<file path="src/sv/upd_pkg.sv">
// Shared types, constants and hex helpers for the URL percent decoder.
`default_nettype none
package upd_pkg;

  localparam logic [7:0] PCT_CHAR = 8'h25;

  typedef struct packed {
    logic [7:0] in_byte;
    logic       string_last;
  } in_word_t;

  typedef struct packed {
    logic [7:0] out_byte;
    logic       run_last;
    logic       string_end;
  } out_word_t;

  // Up to three output bytes produced by one input word.
  typedef struct packed {
    logic [1:0] cnt;
    logic [7:0] b0;
    logic [7:0] b1;
    logic [7:0] b2;
    logic       last;
  } cmd_t;

  typedef enum logic [2:0] {
    PH_IDLE = 3'b001,
    PH_PCT  = 3'b010,
    PH_DIG  = 3'b100
  } phase_t;

  function automatic logic is_hex(input logic [7:0] c);
    return (c >= 8'h30 && c <= 8'h39) ||
           (c >= 8'h61 && c <= 8'h66) ||
           (c >= 8'h41 && c <= 8'h46);
  endfunction

  // Nibble value of a character already known to be a hex digit.
  function automatic logic [3:0] hex_value(input logic [7:0] c);
    logic [7:0] lc;
    lc = c | 8'h20;
    if (c <= 8'h39) begin
      return c[3:0];
    end
    return 4'(lc - 8'h61 + 8'd10);
  endfunction

endpackage
`default_nettype wire

</file>
<file path="src/sv/url_percent_decoder_top.sv">
// Top level of the URL percent decoder: front end, command queue, byte serializer.
// Accepts one encoded byte per cycle while full is low and replaces each valid
// percent escape with the byte it encodes; an input word yields zero to three
// output words. The front end classifies a word in the cycle it is pushed and
// writes a command to a QUEUE_DEPTH-entry queue; the back end drains one output
// byte per cycle while the output register is free or popped, so the input keeps
// accepting words while earlier commands still drain, and full rises when the
// queue fills. A byte passes through a queue entry and the output register.
`default_nettype none
module url_percent_decoder_top
  import upd_pkg::*;
#(
  parameter int QUEUE_DEPTH = 4
) (
  input  wire logic      clk,
  input  wire logic      rst_n,
  input  wire logic      push,
  output logic           full,
  input  wire in_word_t  in_word,
  output logic           empty,
  input  wire logic      pop,
  output out_word_t      out_word
);

  cmd_t fr_cmd, q_head;
  logic fr_push, q_vld, q_pop;

  upd_front u_front (
    .clk      (clk),
    .rst_n    (rst_n),
    .acc      (push && !full),
    .in_w     (in_word),
    .cmd      (fr_cmd),
    .cmd_push (fr_push)
  );

  upd_cmd_fifo #(.DEPTH(QUEUE_DEPTH)) u_queue (
    .clk   (clk),
    .rst_n (rst_n),
    .wr    (fr_push),
    .wdata (fr_cmd),
    .rd    (q_pop),
    .rdata (q_head),
    .full  (full),
    .vld   (q_vld)
  );

  upd_back u_back (
    .clk      (clk),
    .rst_n    (rst_n),
    .head     (q_head),
    .head_vld (q_vld),
    .head_pop (q_pop),
    .pop      (pop),
    .empty    (empty),
    .out_w    (out_word)
  );

endmodule
`default_nettype wire

</file>
<file path="src/sv/upd_front.sv">
// Front end: tracks the escape state; an input word yields a byte command or none.
`default_nettype none
module upd_front
  import upd_pkg::*;
(
  input  wire logic     clk,
  input  wire logic     rst_n,
  input  wire logic     acc,
  input  wire in_word_t in_w,
  output cmd_t          cmd,
  output logic          cmd_push
);

  phase_t     phase_r, phase_nxt;
  logic [7:0] held_r, held_nxt;
  logic       hx, pct, last;
  logic [7:0] b;

  always_comb begin
    b    = in_w.in_byte;
    last = in_w.string_last;
    hx   = is_hex(b);
    pct  = (b == PCT_CHAR);
    cmd       = '0;
    cmd.last  = last;
    phase_nxt = phase_r;
    held_nxt  = held_r;
    unique case (phase_r)
      PH_PCT: begin
        if (hx && last) begin
          cmd.cnt = 2'd2; cmd.b0 = PCT_CHAR; cmd.b1 = b;
          phase_nxt = PH_IDLE;
        end else if (hx) begin
          held_nxt  = b;
          phase_nxt = PH_DIG;
        end else if (pct && !last) begin
          // broken escape, the breaking byte opens a new one
          cmd.cnt = 2'd1; cmd.b0 = PCT_CHAR;
          phase_nxt = PH_PCT;
        end else begin
          cmd.cnt = 2'd2; cmd.b0 = PCT_CHAR; cmd.b1 = b;
          phase_nxt = PH_IDLE;
        end
      end
      PH_DIG: begin
        if (hx) begin
          cmd.cnt = 2'd1;
          cmd.b0  = {hex_value(held_r), hex_value(b)};
          phase_nxt = PH_IDLE;
        end else if (pct && !last) begin
          cmd.cnt = 2'd2; cmd.b0 = PCT_CHAR; cmd.b1 = held_r;
          phase_nxt = PH_PCT;
        end else begin
          cmd.cnt = 2'd3; cmd.b0 = PCT_CHAR; cmd.b1 = held_r; cmd.b2 = b;
          phase_nxt = PH_IDLE;
        end
      end
      default: begin
        if (pct && !last) begin
          phase_nxt = PH_PCT;
        end else begin
          cmd.cnt = 2'd1; cmd.b0 = b;
          phase_nxt = PH_IDLE;
        end
      end
    endcase
    if (last) begin
      phase_nxt = PH_IDLE;
      held_nxt  = '0;
    end
  end

  assign cmd_push = acc && (cmd.cnt != 2'd0);

  always_ff @(posedge clk) begin
    if (!rst_n) begin
      phase_r <= PH_IDLE;
    end else if (acc) begin
      phase_r <= phase_nxt;
    end
  end

  always_ff @(posedge clk) begin
    if (!rst_n) begin
      held_r <= '0;
    end else if (acc) begin
      held_r <= held_nxt;
    end
  end

  a_last_clears: assert property (@(posedge clk) disable iff (!rst_n)
    acc && in_w.string_last |=> phase_r == PH_IDLE)
    else $error("phase not cleared after final byte");
  a_last_emits: assert property (@(posedge clk) disable iff (!rst_n)
    acc && in_w.string_last |-> cmd_push)
    else $error("final byte produced no output");

endmodule
`default_nettype wire

</file>
<file path="src/sv/upd_cmd_fifo.sv">
// Short command queue between the front end and the byte serializer.
`default_nettype none
module upd_cmd_fifo
  import upd_pkg::*;
#(
  parameter int DEPTH = 4
) (
  input  wire logic clk,
  input  wire logic rst_n,
  input  wire logic wr,
  input  wire cmd_t wdata,
  input  wire logic rd,
  output cmd_t      rdata,
  output logic      full,
  output logic      vld
);

  localparam int AW = $clog2(DEPTH);
  localparam int CW = $clog2(DEPTH + 1);
  localparam logic [AW-1:0] LAST_PTR = AW'(DEPTH - 1);

  cmd_t          mem_r [DEPTH];
  logic [AW-1:0] wp_r, wp_nxt, rp_r, rp_nxt;
  logic [CW-1:0] cnt_r, cnt_nxt;
  logic          do_wr, do_rd;

  assign full  = (cnt_r == CW'(DEPTH));
  assign vld   = (cnt_r != '0);
  assign rdata = mem_r[rp_r];
  assign do_wr = wr && !full;
  assign do_rd = rd && vld;

  always_comb begin
    wp_nxt  = do_wr ? ((wp_r == LAST_PTR) ? '0 : wp_r + 1'b1) : wp_r;
    rp_nxt  = do_rd ? ((rp_r == LAST_PTR) ? '0 : rp_r + 1'b1) : rp_r;
    cnt_nxt = cnt_r + CW'(do_wr) - CW'(do_rd);
  end

  always_ff @(posedge clk) begin
    if (!rst_n) begin
      wp_r  <= '0;
      rp_r  <= '0;
      cnt_r <= '0;
    end else begin
      wp_r  <= wp_nxt;
      rp_r  <= rp_nxt;
      cnt_r <= cnt_nxt;
    end
  end

  always_ff @(posedge clk) begin
    if (do_wr) begin
      mem_r[wp_r] <= wdata;
    end
  end

  a_no_overflow: assert property (@(posedge clk) disable iff (!rst_n)
    wr |-> !full)
    else $error("write into full command queue");
  a_cnt_range: assert property (@(posedge clk) disable iff (!rst_n)
    cnt_r <= CW'(DEPTH))
    else $error("command queue count out of range");

endmodule
`default_nettype wire

</file>
<file path="src/sv/upd_back.sv">
// Back end: drains one command byte per cycle into the output register while it is empty or popped.
`default_nettype none
module upd_back
  import upd_pkg::*;
(
  input  wire logic clk,
  input  wire logic rst_n,
  input  wire cmd_t head,
  input  wire logic head_vld,
  output logic      head_pop,
  input  wire logic pop,
  output logic      empty,
  output out_word_t out_w
);

  logic [1:0] idx_r, idx_nxt;
  logic       out_vld_r, out_vld_nxt;
  out_word_t  out_r, word_nxt;
  logic       load, run_end;

  assign load    = head_vld && (!out_vld_r || pop);
  assign run_end = (idx_r == head.cnt - 2'd1);
  assign head_pop = load && run_end;

  always_comb begin
    word_nxt = '0;
    unique case (idx_r)
      2'd0:    word_nxt.out_byte = head.b0;
      2'd1:    word_nxt.out_byte = head.b1;
      default: word_nxt.out_byte = head.b2;
    endcase
    word_nxt.run_last   = run_end;
    word_nxt.string_end = run_end && head.last;
    idx_nxt     = load ? (run_end ? 2'd0 : idx_r + 2'd1) : idx_r;
    out_vld_nxt = load || (out_vld_r && !pop);
  end

  always_ff @(posedge clk) begin
    if (!rst_n) begin
      idx_r     <= '0;
      out_vld_r <= 1'b0;
    end else begin
      idx_r     <= idx_nxt;
      out_vld_r <= out_vld_nxt;
    end
  end

  always_ff @(posedge clk) begin
    if (load) begin
      out_r <= word_nxt;
    end
  end

  assign empty = !out_vld_r;
  assign out_w = out_r;

  a_idx_in_run: assert property (@(posedge clk) disable iff (!rst_n)
    head_vld |-> idx_r < head.cnt)
    else $error("byte index past end of command");
  a_end_on_run_last: assert property (@(posedge clk) disable iff (!rst_n)
    out_vld_r && out_r.string_end |-> out_r.run_last)
    else $error("string end not on last byte of run");

endmodule
`default_nettype wire

</file>
<file path="config.mk">
export PLATFORM = sky130hd
export DESIGN_NAME = url_percent_decoder_top
export DESIGN_NICKNAME = d
export VERILOG_FILES = /design/src/sv/upd_pkg.sv /design/src/sv/url_percent_decoder_top.sv /design/src/sv/upd_front.sv /design/src/sv/upd_cmd_fifo.sv /design/src/sv/upd_back.sv
export SDC_FILE = /design/constraint.sdc
export NUM_CORES = 1
export LEC_CHECK = 0
export BUFFER_PORTS_ARGS = -buffer_cell sky130_fd_sc_hd__buf_2
export CAP_MARGIN = 0
export CORE_UTILIZATION = 50
export DETAILED_ROUTE_END_ITERATION = 12
export PLACE_DENSITY = 0.7
export SLEW_MARGIN = 30
export SYNTH_ARGS = -nofsm -noshare
export SYNTH_HDL_FRONTEND = slang
export SYNTH_SLANG_ARGS = --single-unit
</file>
<file path="constraint.sdc">
create_clock -name clk -period 3.2 [get_ports clk]
set_input_delay 0 -clock clk [delete_from_list [all_inputs] [get_ports clk]]
set_output_delay 0 -clock clk [all_outputs]
set_load 0.02 [all_outputs]
</file>
[Word-level counts from Yosys, hierarchy flattened]
Memories as Yosys holds them, arrays and structs flattened. A register that Yosys moved wholly into a read port is not among the register bits.
Index checks and enable logic that the tools add are counted.
Word-level totals
  register bits after elaboration: 31
  RAM bits: 108
  input port bits: 13
  output and inout port bits: 12
  word-level logic and storage cells: 103
  memories kept: 1
Cells by class
  $add $sub $neg: 10
  order comparisons: 7
  equality and inequality tests: 9
  mux-type cells: 39
  reductions and logical operators: 27
Memories
  u_queue.mem_r: depth 4, bits a word 27, read ports 1, clocked after memory_dff 1, wr ports 1, line upd_cmd_fifo.sv:22  | cmd_t mem_r [DEPTH];
Operators with widths (count)
  2-to-1 mux 8 bit: 6
  2-to-1 mux 18 bit: 2
  case mux 8 bit (2 select lines): 2
  2-to-1 mux 10 bit: 2
  case mux 10 bit (2 select lines): 1
  2-to-1 mux 17 bit: 1
  greater-or-equal comparator 8 x 7 -> 1 bit (second input constant): 2
  less-or-equal comparator 8 x 6 -> 1 bit (second input constant): 2
  less-or-equal comparator 8 x 7 -> 1 bit (second input constant): 2
  2-to-1 mux 16 bit: 1
  2-to-1 mux 4 bit: 4
  logical AND 1 bit: 13
  2-to-1 mux 2 bit: 6
  2-to-1 mux 3 bit: 4
  2-to-1 mux 9 bit: 1
  adder 4 bit (second input constant): 2
  equality test 8 x 6 -> 1 bit (second input constant): 1
  greater-or-equal comparator 8 x 6 -> 1 bit (second input constant): 1
  2-to-1 mux 1 bit: 8
  subtractor 4 x 1 -> 4 bit (second input constant): 2
  adder 2 x 1 -> 2 bit (second input constant): 3
  equality test 3 bit (second input constant): 2
  case mux 3 bit (2 select lines): 1
  nonzero test 2 bit: 3
  other kinds (13): 20

[Longest topological paths before layout]
  depth in word-level cells: 14
  gate-level depth with buffers: 12
  mapped depth without buffers: 10

[By module]
A second synthesis with hierarchy kept.
Unflattened totals
  cell total of the unflattened synthesis: 443
  area, all modules: 6459.9 um^2
Modules (own cells, without submodules)
  upd_cmd_fifo: times used 1, cells an instance 193, area each 4426.7 um^2, seq. area each 3423.3 um^2
  upd_front: times used 1, cells an instance 187, area each 1376.3 um^2, seq. area each 220.2 um^2
  upd_back: times used 1, cells an instance 62, area each 643.1 um^2, seq. area each 360.3 um^2
  url_percent_decoder_top: times used 1, cells an instance 1, area each 13.8 um^2, seq. area each 0.0 um^2

[Worst setup path before layout]
OpenSTA, ideal clock, no wires.
  path kind: flip-flop to flip-flop
  start: reg (tool-made name)
  end: reg u_queue.cnt_r[2]
  library setup time: 0.115 ns
  arrival: 2.747 ns
  required time: 3.085 ns
  setup slack: 0.338 ns
  cell stages (with the launch flop): 13
  buffers on the path: 2
  period minus slack after synthesis: 2.862 ns
  path through: dfxtp_1 -> buf_4 -> mux4_2 -> xnor2_2 -> mux2i_1 -> and2_0 -> buf_2 -> ha_1 -> inv_1 -> ha_1 -> fa_1 -> xnor2_1 -> and2_1
RTL lines
  end signal, assigned: line upd_cmd_fifo.sv:47  | cnt_r <= cnt_nxt;
  end, declared: line upd_cmd_fifo.sv:24  | logic [CW-1:0] cnt_r, cnt_nxt;

[Worst setup path in the final report]
  start: in in_word[1] (netlist bit)
  end: reg u_queue.cnt_r[2]
On the way
  word-level cells in the longest chain between the ends: 12
  elaborated cells on any way between the ends: 26
  classes of those cells: add/sub: 2; order compare: 6; eq/ne: 1; mux: 7; reduce/logical: 10
Ends and longest elaborated chain
  start, declared: line url_percent_decoder_top.sv:19  | input wire in_word_t in_word,
  greater-or-equal comparator 8 x 6 -> 1 bit (tied with other cells): line upd_pkg.sv:34  | return (c >= 8'h30 && c <= 8'h39) ||
  logical AND 1 bit, on equally long branches: line upd_pkg.sv:34, upd_pkg.sv:35
  logical OR 1 bit: line upd_pkg.sv:34
  logical OR 1 bit: line upd_pkg.sv:35  | (c >= 8'h61 && c <= 8'h66) ||
  2-to-1 mux 18 bit / logical AND 1 bit (equally long branches): line upd_front.sv:33, upd_front.sv:30
  2-to-1 mux 18 bit: line upd_front.sv:30  | if (hx && last) begin
  case mux 10 bit (2 select lines) (*): line upd_front.sv:28  | unique case (phase_r)
  nonzero test 2 bit (*): line upd_front.sv:73  | assign cmd_push = acc && (cmd.cnt != 2'd0);
  logical AND 1 bit (*): line upd_front.sv:73
  logical AND 1 bit (*): line upd_cmd_fifo.sv:30  | assign do_wr = wr && !full;
  via u_queue.do_wr: line upd_cmd_fifo.sv:25  | logic do_wr, do_rd;
  adder 3 x 1 -> 3 bit (*): line upd_cmd_fifo.sv:36  | cnt_nxt = cnt_r + CW'(do_wr) - CW'(do_rd);
  subtractor 3 x 1 -> 3 bit (*): line upd_cmd_fifo.sv:36
The timed path passes the listed nets; every way through them passes the cells marked *.
A chain may end at the register's enable or synchronous reset.

==> metrics.cfg <==
[critical_path]
path_class = in -> reg
critPathArrivalTime_ns = 3.20
cp.required_ns = 3.50
worst_setup_path_end_kind = register
startpoint = in_word[1]
critical_path_peak_fanout = 9
worst_setup_path_start_kind = primary input
regToRegSetupSlack_ns = 0.35

[logic_synthesis]
synthesis.area_sq_um = 6160
dominant_cells_by_area_after_synthesis = sky130_fd_sc_hd__edfxtp_1 58%, sky130_fd_sc_hd__mux4_2 9.9%, sky130_fd_sc_hd__dfxtp_1 7.5%
xor_and_xnor_fraction_of_the_mapped_netlist_area = 0.0112
syn_avg_cell_area_sq_um = 16.0
synth_enable_flop_cells = 118
yosysTopAreaCellShare = 0.575
synthDistinctLibCells = 55
asyncSetResetFlopFracSynth = 0
number_of_standard_cells_after_synthesis = 384
synth-main-ff-cell = sky130_fd_sc_hd__edfxtp_1
synth-adder-area-share = 0.0358
yosys.area_share.simple = 0.0843
synth.mux.area_fraction = 0.109
mappedNetlistNets = 414
ys_seq_area_frac = 0.650
largest_family_of_logic_cells_by_synthesized_area = multiplexers
synth_compound_gate_area_share = 0.0817
synth_largest_area_cell = sky130_fd_sc_hd__edfxtp_1
synth.yosys.warnings = 0
ys_ff_latch = 141

[global_routing]
first_global_vias = 3451
global_route.usage.total = 0.203
grt_start_max_net_pins = 29
globalRoute.totalOverflow = 0
antenna_found_initial = 0
grt_pass1_wl_microns = 18600

[routing]
final_antenna_net_count = 0
drt_first_iter_violations = 210
route.detailed.wl_per_inst_microns = 19.8
drt_wl_total_microns = 11600
routed_via_density = 5.84
firstDrtPassIters = 5
drc_errors = 0
num_vias = 3421

[sta]
timing.final.setup_violations = 0
worst_margin_pin_slew_ns = 0.805
setup_tns_ns = 0
timing.final.crit_period_ns = 2.90
hold_viol_final = 0
slew_violations = 0
setup_repair_after_global_routing_missed_its_margin = false
skew_ns = 0.0123
max_slew_margin = 0.461
max_freq_mhz = 345
final_min_period_over_clock_period = 0.906

[die]
core_sq_um = 12000
num_rows = 40
die_y_microns = 113
floorplan.io_pins = 25
initial_utilization = 0.513
die_w_microns = 113
die_area_sq_um = 12800

[placed_design]
gp_routability_congestion = 0.879
detailedPlacementHpwl_microns = 7550
port_buffers = 24
placedCellCount = 545

[worst_hold_path]
hold_start = push
min-delay-path-class = in -> reg

[clock_network]
cts_made_buffers = 17
htree_levels = 4
postCtsResizedCells = 0
clkSlewWorstSetupHoldPaths_ns = 0.06
holdBufCountCts = 9
clk_root_buffer_cell = sky130_fd_sc_hd__clkbuf_16
insertion_delay_to_the_later_sink_of_the_worst_skew_pair_ns = 0.41
cts_setup_buffers = 0
cts_max_path_buffers = 2
cts_sinks = 141
cts_tree = yes

[cells_and_area]
layout.filler_cells = 924
final_nets = 456
fraction_of_final_layout_cells_sized_beyond_drive_strength_1 = 0.251
flow.area_growth_from_synthesis_pct = 15.4
antenna_cells_inserted = 0
finalNonFillerCells = 586
postLayoutCoreUtil = 0.592

[power]
total_power_density_per_cell_area_nw_per_um2 = 781
peakVddDrop_uv = 321
cellLeakagePower_nw = 2.53

[flow_run]
max_cap_violations = 0

[status]
outcome = complete, no violations

[placed cells by master, fill, tap and decap left out, types with 2 or more instances in the layout]
| cell | synthesis | final |
|---|---|---|
| sky130_fd_sc_hd__a21boi_0 | 3 | 3 |
| sky130_fd_sc_hd__a21oi_1 | 5 | 5 |
| sky130_fd_sc_hd__a221o_1 | 8 | 8 |
| sky130_fd_sc_hd__a22o_1 | 7 | 7 |
| sky130_fd_sc_hd__a31oi_1 | 2 | 2 |
| sky130_fd_sc_hd__a32o_2 | 7 | 7 |
| sky130_fd_sc_hd__and2_1 | 11 | 11 |
| sky130_fd_sc_hd__and3_1 | 4 | 4 |
| sky130_fd_sc_hd__buf_2 | 5 | 24 |
| sky130_fd_sc_hd__buf_4 | 2 | 9 |
| sky130_fd_sc_hd__clkbuf_16 | 0 | 19 |
| sky130_fd_sc_hd__clkinvlp_4 | 0 | 3 |
| sky130_fd_sc_hd__dfxtp_1 | 23 | 22 |
| sky130_fd_sc_hd__dlygate4sd3_1 | 0 | 9 |
| sky130_fd_sc_hd__edfxtp_1 | 118 | 118 |
| sky130_fd_sc_hd__ha_1 | 16 | 16 |
| sky130_fd_sc_hd__inv_1 | 19 | 19 |
| sky130_fd_sc_hd__inv_6 | 0 | 6 |
| sky130_fd_sc_hd__mux2i_1 | 5 | 5 |
| sky130_fd_sc_hd__mux4_2 | 27 | 27 |
| sky130_fd_sc_hd__nand2_1 | 22 | 22 |
| sky130_fd_sc_hd__nand2b_1 | 7 | 7 |
| sky130_fd_sc_hd__nand3_1 | 6 | 6 |
| sky130_fd_sc_hd__nor2_1 | 10 | 10 |
| sky130_fd_sc_hd__nor2b_1 | 9 | 9 |
| sky130_fd_sc_hd__nor3_1 | 4 | 4 |
| sky130_fd_sc_hd__nor3b_1 | 4 | 4 |
| sky130_fd_sc_hd__nor4_4 | 2 | 2 |
| sky130_fd_sc_hd__o21ai_0 | 7 | 7 |
| sky130_fd_sc_hd__o21ai_1 | 2 | 2 |
| sky130_fd_sc_hd__o21bai_1 | 2 | 2 |
| sky130_fd_sc_hd__o22ai_1 | 6 | 6 |
| sky130_fd_sc_hd__or2_2 | 3 | 3 |
| sky130_fd_sc_hd__xnor2_1 | 3 | 3 |
| sky130_fd_sc_hd__xor2_1 | 3 | 3 |
[sequential cells by signal, indices dropped and copies added (netlist names), named ones only]
signal	count
u_queue.rp_r	2
u_queue.mem_r	108
u_front.phase_r	3
u_front.held_r	8
u_back.idx_r	2
u_back.out_w	10
u_queue.cnt_r	3
u_back.out_vld_r	1
u_queue.wp_r	2
[worst max-delay path, cell delays in order]
cell,delay [ns]
sky130_fd_sc_hd__dlygate4sd3_1,0.52
sky130_fd_sc_hd__buf_2,0.16
sky130_fd_sc_hd__inv_1,0.12
sky130_fd_sc_hd__ha_1,0.25
sky130_fd_sc_hd__nor4bb_1,0.15
sky130_fd_sc_hd__or4b_4,0.54
sky130_fd_sc_hd__o21ai_4,0.33
sky130_fd_sc_hd__a311oi_4,0.19
sky130_fd_sc_hd__ha_1,0.25
sky130_fd_sc_hd__fa_1,0.41
sky130_fd_sc_hd__xnor2_1,0.13
sky130_fd_sc_hd__and2_1,0.15
[power by group]
| group | switching (mW) | internal [mW] |
|---|---|---|
| logic | 0.710 | 0.582 |
| clock network | 0.761 | 1.13 |
| registers | 0.0833 | 2.29 |
| total | 1.55 | 4.00 |
[Yosys cell counts, types with 5 or more instances]
| master | instances |
|---|---|
| sky130_fd_sc_hd__ha_1 | 16 |
| sky130_fd_sc_hd__buf_2 | 5 |
| sky130_fd_sc_hd__a21oi_1 | 5 |
| sky130_fd_sc_hd__nand2b_1 | 7 |
| sky130_fd_sc_hd__edfxtp_1 | 118 |
| sky130_fd_sc_hd__o22ai_1 | 6 |
| sky130_fd_sc_hd__nor2_1 | 10 |
| sky130_fd_sc_hd__a22o_1 | 7 |
| sky130_fd_sc_hd__nor2b_1 | 9 |
| sky130_fd_sc_hd__o21ai_0 | 7 |
| sky130_fd_sc_hd__mux4_2 | 27 |
| sky130_fd_sc_hd__mux2i_1 | 5 |
| sky130_fd_sc_hd__nand2_1 | 22 |
| sky130_fd_sc_hd__nand3_1 | 6 |
| sky130_fd_sc_hd__inv_1 | 19 |
| sky130_fd_sc_hd__clkbuf_1 | 7 |
| sky130_fd_sc_hd__dfxtp_1 | 23 |
| sky130_fd_sc_hd__and2_1 | 11 |
| sky130_fd_sc_hd__a221o_1 | 8 |
| sky130_fd_sc_hd__a32o_2 | 7 |
[through the flow]
step	worst slack, ns	area (sq um)	power, mW	hold WS [ns]
after floorplan	0.338	6160	3.35	0.0989
after global placement	0.471	6430	3.68	0.278
after detailed placement	0.344	6430	3.72	0.296
after CTS	0.316	7110	5.62	0.00498
after global routing	0.196	7110	5.82	0.0495
final	0.302	7110	5.55	0.0172
[path summary, 6_finish.rpt]
path                             end  cells after the start
setup / recovery    u_queue.cnt_r[2]                     12
hold / removal    u_front.phase_r[1]                      4
setup reg to reg    u_queue.cnt_r[2]                     10
hold reg to reg     u_back.out_vld_r                      2
[layout make-up]
| class | instances | area, sq um | area share |
|---|---|---|---|
| clock buffer | 21 | 493 | 0.0694 |
| clock inverter | 11 | 95.1 | 0.0134 |
| inverter | 19 | 71.3 | 0.0100 |
| multi-input combinational | 205 | 1980 | 0.279 |
| sequential | 141 | 4010 | 0.564 |
| tap | 147 | 184 | 0.0259 |
| timing repair buffer | 42 | 278 | 0.0391 |
[metal layers]
| metal | up-vias | share of wire | track usage |
|---|---|---|---|
| met4 | 0 | 0.011 | 0.0798 |
| met3 | 11 | 0.063 | 0.0557 |
| met5 | - | 0 | 0 |
| li1 | 1592 | - | - |
| met1 | 1718 | 0.42 | 0.257 |
| met2 | 100 | 0.50 | 0.334 |
[kinds of logic after synthesis]
| group | Yosys count |
|---|---|
| adder cells (fa/ha/maj) | 17 |
| buffers and inverters | 38 |
| XOR/XNOR | 7 |
| flip-flops | 141 |
| AND/OR/NAND/NOR | 89 |
| AO/OA/AOI/OAI | 59 |
| multiplexers | 33 |
(Power assumes the default switching activity.)
